$ cat config.mk
export PLATFORM = sky130hd
export DESIGN_NAME = badg_density_div
export DESIGN_NICKNAME = d
export VERILOG_FILES = /design/src/hw/rtl/block_average_density_grid_macros.svh /design/src/hw/rtl/badg_pkg.sv /design/src/hw/rtl/badg_density_div.sv
export SDC_FILE = /design/constraint.sdc
export NUM_CORES = 1
export LEC_CHECK = 0
export BUFFER_PORTS_ARGS = -buffer_cell sky130_fd_sc_hd__buf_2
export CORE_ASPECT_RATIO = 0.6
export CORE_UTILIZATION = 40
export CTS_CLUSTER_DIAMETER = 200
export DETAILED_ROUTE_END_ITERATION = 6
export GPL_ROUTABILITY_DRIVEN = 1
export PLACE_DENSITY_LB_ADDON = 0.08
export SKIP_LAST_GASP = 1
export SYNTH_ARGS = -nofsm -noshare
export SYNTH_HDL_FRONTEND = slang
export SYNTH_SLANG_ARGS = --single-unit
$ cat constraint.sdc
create_clock -name clk -period 6.52 [get_ports clk]
set_input_delay 0.978 -clock clk [delete_from_list [all_inputs] [get_ports clk]]
set_output_delay 0.978 -clock clk [all_outputs]
set_load 0.005 [all_outputs]
$ cat src/hw/rtl/block_average_density_grid_macros.svh
// Assertion macros for the block-average density grid.
// Uses clk and arst_n of the module that includes it.
`ifndef BLOCK_AVERAGE_DENSITY_GRID_MACROS_SVH
`define BLOCK_AVERAGE_DENSITY_GRID_MACROS_SVH

// same-cycle implication
`define BADG_ASSERT_IMP(lbl, ante, cons) \
	lbl: assert property (@(posedge clk) disable iff (!arst_n) (ante) |-> (cons)) \
		else $error("badg check failed");

// next-cycle implication
`define BADG_ASSERT_NXT(lbl, ante, cons) \
	lbl: assert property (@(posedge clk) disable iff (!arst_n) (ante) |=> (cons)) \
		else $error("badg check failed");

`endif

$ cat src/hw/rtl/badg_pkg.sv
// Shared types, constants and helpers of the block-average density grid.
// No dependencies.
package badg_pkg;

	localparam int MAX_COLUMNS = 4096;
	localparam int MAX_BLOCK   = 64;
	localparam int MAX_LINES   = 4096;
	localparam int SUM_W       = 22;
	localparam int COL_AW      = $clog2(MAX_COLUMNS);
	localparam int DENS_W      = 16;
	localparam int CFG_W       = 13;

	typedef enum logic [1:0] {
		CFG_BLOCK_SIZE   = 2'd0,
		CFG_IMAGE_WIDTH  = 2'd1,
		CFG_IMAGE_HEIGHT = 2'd2,
		CFG_COLOUR_MODE  = 2'd3
	} badg_cfg_idx_t;

	typedef struct packed {
		logic busy;
		logic done;
	} badg_div_stat_t;

	typedef struct packed {
		logic [11:0] grid_row;
		logic [11:0] grid_col;
		logic        last_cell;
	} badg_cell_meta_t;

	function automatic logic [6:0] clamp_block(input logic [6:0] v);
		logic [6:0] r;
		r = v;
		if (v == 7'd0) r = 7'd1;
		else if (v > 7'(MAX_BLOCK)) r = 7'(MAX_BLOCK);
		return r;
	endfunction

	function automatic logic [12:0] clamp_dim(input logic [12:0] v, input logic [12:0] hi);
		logic [12:0] r;
		r = v;
		if (v == 13'd0) r = 13'd1;
		else if (v > hi) r = hi;
		return r;
	endfunction

endpackage

$ cat src/hw/rtl/badg_density_div.sv
// Radix-2 restoring divider: floor(gap * 65535 / full), one quotient bit per cycle.
// Depends on badg_pkg.
module badg_density_div
	import badg_pkg::*;
(
	input  logic                 clk,
	input  logic                 arst_n,
	input  logic                 start,
	input  logic [SUM_W-1:0]     gap,
	input  logic [SUM_W-1:0]     full,
	input  logic                 take,
	output badg_div_stat_t       stat,
	output logic [DENS_W-1:0]    density
);

	typedef enum logic [2:0] {
		DIV_IDLE = 3'b001,
		DIV_RUN  = 3'b010,
		DIV_DONE = 3'b100
	} div_state_t;

	localparam int NUM_W = SUM_W + DENS_W;

	div_state_t          state_q;
	logic [3:0]          cnt_q;
	logic [SUM_W-1:0]    rem_q;
	logic [DENS_W-1:0]   low_q;
	logic [DENS_W-1:0]   quo_q;
	logic [SUM_W-1:0]    full_q;
	logic [NUM_W-1:0]    num;
	logic [SUM_W:0]      trial;
	logic                fits;

	assign num   = {gap, {DENS_W{1'b0}}} - NUM_W'(gap);
	assign trial = {rem_q, low_q[DENS_W-1]};
	assign fits  = trial >= {1'b0, full_q};

	always_ff @(posedge clk or negedge arst_n) begin
		if (!arst_n) begin
			state_q <= DIV_IDLE;
			cnt_q   <= '0;
		end else begin
			case (state_q)
				DIV_IDLE: begin
					if (start) begin
						state_q <= DIV_RUN;
						cnt_q   <= '0;
					end
				end
				DIV_RUN: begin
					cnt_q <= cnt_q + 4'd1;
					if (cnt_q == 4'd15) state_q <= DIV_DONE;
				end
				DIV_DONE: begin
					if (take) state_q <= DIV_IDLE;
				end
				default: state_q <= DIV_IDLE;
			endcase
		end
	end

	always_ff @(posedge clk) begin
		if (state_q == DIV_IDLE && start) begin
			rem_q  <= num[NUM_W-1:DENS_W];
			low_q  <= num[DENS_W-1:0];
			full_q <= full;
			quo_q  <= '0;
		end else if (state_q == DIV_RUN) begin
			rem_q <= fits ? SUM_W'(trial - {1'b0, full_q}) : trial[SUM_W-1:0];
			low_q <= {low_q[DENS_W-2:0], 1'b0};
			quo_q <= {quo_q[DENS_W-2:0], fits};
		end
	end

	assign stat.busy = (state_q != DIV_IDLE);
	assign stat.done = (state_q == DIV_DONE);
	assign density   = quo_q;

endmodule

==> flow_metrics.tcl <==
set metrics [dict create \
    antenna_left 0 \
    cts_tree "done" \
    dr_total_vias 4302 \
    ys_seq_area_share_pct 43.2 \
    internal_power_mw 1.78 \
    dpl.hpwl_mm 9.75 \
    drt-pass1-iter-count 5 \
    end_kind "flip-flop" \
    worst_pin_slew_ps 1110 \
    insertion_delay_ps 350 \
    drc 0 \
    max_slew_margin_pct 25.7 \
    nets 711 \
    worst_path_largest_cell_delay_ps 930 \
    synthDominantCellAreaShare_pct 33.9 \
    ys_types 55 \
    wirelength_mm 13.4 \
    worstHoldPathType "primary input to async pin" \
    post_drt_wl_per_cell_um 16.6 \
    rsz0062_at_grt "false" \
    grt_max_degree 75 \
    die_x_um 151 \
    finalMaxSlewViolations 0 \
    drv_cap 0 \
    path_clk_slew_ps 70 \
    syn_to_final_growth_pct 14.7 \
    syn-cell-area_mm2 0.00532 \
    cts_sinks 83 \
    ys_ff_latch 83 \
    ioPinCount 66 \
    drive_above_1_share_pct 15.7 \
    pwr-share-comb_pct 52.0 \
    swShare_pct 41.5 \
    rr_startpoint "rem_q[2]" \
    design_area_mm2 0.00610 \
    syn-num-nets 656 \
    required_ps 6610 \
    synth-edff-count 60 \
    dieHeight_um 91.3 \
    outcome "finished clean" \
    track_usage_pct 20.5 \
    core_mm2 0.0129 \
    ys_warn_count 0 \
    clkPwrFrac_pct 17.1 \
    async_flop_share_pct 8.43 \
    final_cells 807 \
    insertedDiodeCount 0 \
    post_drt_via_cell_ratio 5.33 \
    initialDrtViolationCount 286 \
    cts_resized 0 \
    die_area_mm2 0.0138 \
    numCtsBuffers 9 \
    power_mw 3.05 \
    cp_slowest_cell "a31oi_4" \
    timing.fmax_ghz 0.276 \
    path_buf_inv 0 \
    ir_drop_v 0.000218 \
    start_util_pct 41.2 \
    overflow 0 \
    place_area_mm2 0.00579 \
    worstPathMaxFanout 29 \
    dp.cells 791 \
    htreeDepth 3 \
    antenna_found_initial 0 \
    grt_pass1_vias 4096 \
    yosysTopAreaCell "edfxtp_1" \
    grt_first_pass_wirelength_mm 21.5 \
    synth_area_leaders "edfxtp_1 34%, ha_1 7.1%, nand2_1 6.1%, dfxtp_1 6.0%, xnor2_1 5.4%" \
    finalSetupViolCount 0 \
    rows 32 \
    port_buffers 65 \
    netlist_instances 577 \
    power_frac_seq_pct 30.9 \
    hold_ws_ps 441 \
    crit_family "compound AO/OA/AOI/OAI gates" \
    cp-start-kind "flip-flop" \
    synth.avg_cell_area_um2 9.21 \
    cts_max_path_buffers 2 \
    crit_type "flip-flop to flip-flop" \
    min_period_over_period_pct 55.5 \
    post_cts_buffers 0 \
    final.setup.tns_ps 0 \
    power_leakage_nw 2.64 \
    gp_congestion 0.859 \
    crit_chain "ha_1 > nand3_1 > a21oi_1 > nor3_1 > o41ai_1 > o31ai_1 > a31oi_4 > o211ai_1 > a31o_2" \
    period_needed_ps 3620 \
    cts_root_buf "clkbuf_16" \
    clock_skew_ps 13.5 \
    hold_buffers 0 \
    synth_top_flop_cell "edfxtp_1" \
    p_switching_mw 1.27 \
    hold_viol 0 \
    critPathLaunch "rem_q[2]" \
    powerDensity_mw_per_mm2 500 \
    cp.arrival_ps 3710 \
]
[sequential cells by signal, indices dropped and copies added (netlist names)]
register / count
state_q: 3
density: 16
low_q: 16
full_q: 22
cnt_q: 4
rem_q: 22
[stage by stage]
step | setup WS, ps | utilization (%)
after floorplan | 3220 | -
after global placement | 2720 | 44.9
after detailed placement | 2750 | 44.9
after CTS | 2860 | 47.3
after global routing | 2680 | 47.3
final | 2900 | 47.3
[worst reg2reg max path, cell delays in order, from the launching register on]
cell      delay, ps
edfxtp_1        390
ha_1            390
nand3_1         140
a21oi_1         190
nor3_1          150
o41ai_1         480
o31ai_1         230
a31oi_4         930
o211ai_1        220
a31o_2          250
[routing by layer]
layer	vias to the layer above	part of all wire, %	track usage, %	wire [µm]
li1	2170	-	-	-
met1	1991	55	32.0	7320
met2	122	38	27.1	5100
met3	19	5.8	4.87	783
met4	0	1.5	6.17	200
met5	-	0	0	0
[synth_stat cells (6+ instances only)]
cell,number
mux2i_1,20
dfrtp_1,6
a21oi_1,33
nand3_1,30
ha_1,30
nor4_1,6
nor3_1,21
edfxtp_1,60
xor2_1,18
o21ai_0,34
xnor2_1,33
clkbuf_1,17
nand2_1,87
inv_1,39
a211oi_1,7
dfxtp_1,16
and3_1,6
nor2_1,34
[placed cells by master, fill, tap and decap left out, types with 7 or more instances in the layout]
master / n
a21oi_1: 33
nand2_1: 87
ha_1: 30
mux2i_1: 20
xor2_1: 18
nor3_1: 21
clkbuf_16: 10
buf_2: 65
edfxtp_1: 60
nor2_1: 34
a211oi_1: 7
xnor2_1: 33
inv_1: 39
nand3_1: 29
o21ai_0: 34
dfxtp_1: 16
[worst paths after layout]
path	endpoint	slack (ps)	cells after the start
max reg2reg	rem_q[20]	2900	9
min in group clk	density[10]	450	2
max in group asynchronous	state_q[0]	5850	1
max	rem_q[20]	2900	9
min	state_q[1]	440	1
min reg2reg	density[10]	450	2
[kinds of logic (layout without fill, tap and decap cells)]
kind of cell	after synthesis	after routing	synth area share (%)
AOI/OAI and AO/OA	114	114	13.5
muxes	21	21	3.98
DFF	83	83	43.2
adders and majority gates	31	31	7.44
and+or+nand+nor	214	214	18.8
xor gates and xnor gates	51	51	8.40
buffers and inverters	63	123	4.68
[power groups by stage]
stage	Combinational [mW]	Sequential, mW	Clock (mW)
floorplan	1.23	0.924	0
global placement	1.57	0.951	0
detailed placement	1.58	0.950	0
CTS	1.59	0.942	0.537
global route	1.77	0.962	0.554
finish	1.59	0.941	0.523
[layout make-up]
cell class | instances | area (µm²)
Timing Repair Buffer | 68 | 348
Clock buffer | 10 | 250
Tap cell | 170 | 213
Sequential cell | 83 | 2300
Clock inverter | 6 | 52.6
Inverter | 39 | 146
Multi-Input combinational cell | 431 | 2790
Fill cell | 1267 | 6800
Note: power is estimated with default switching activity, not from simulation.
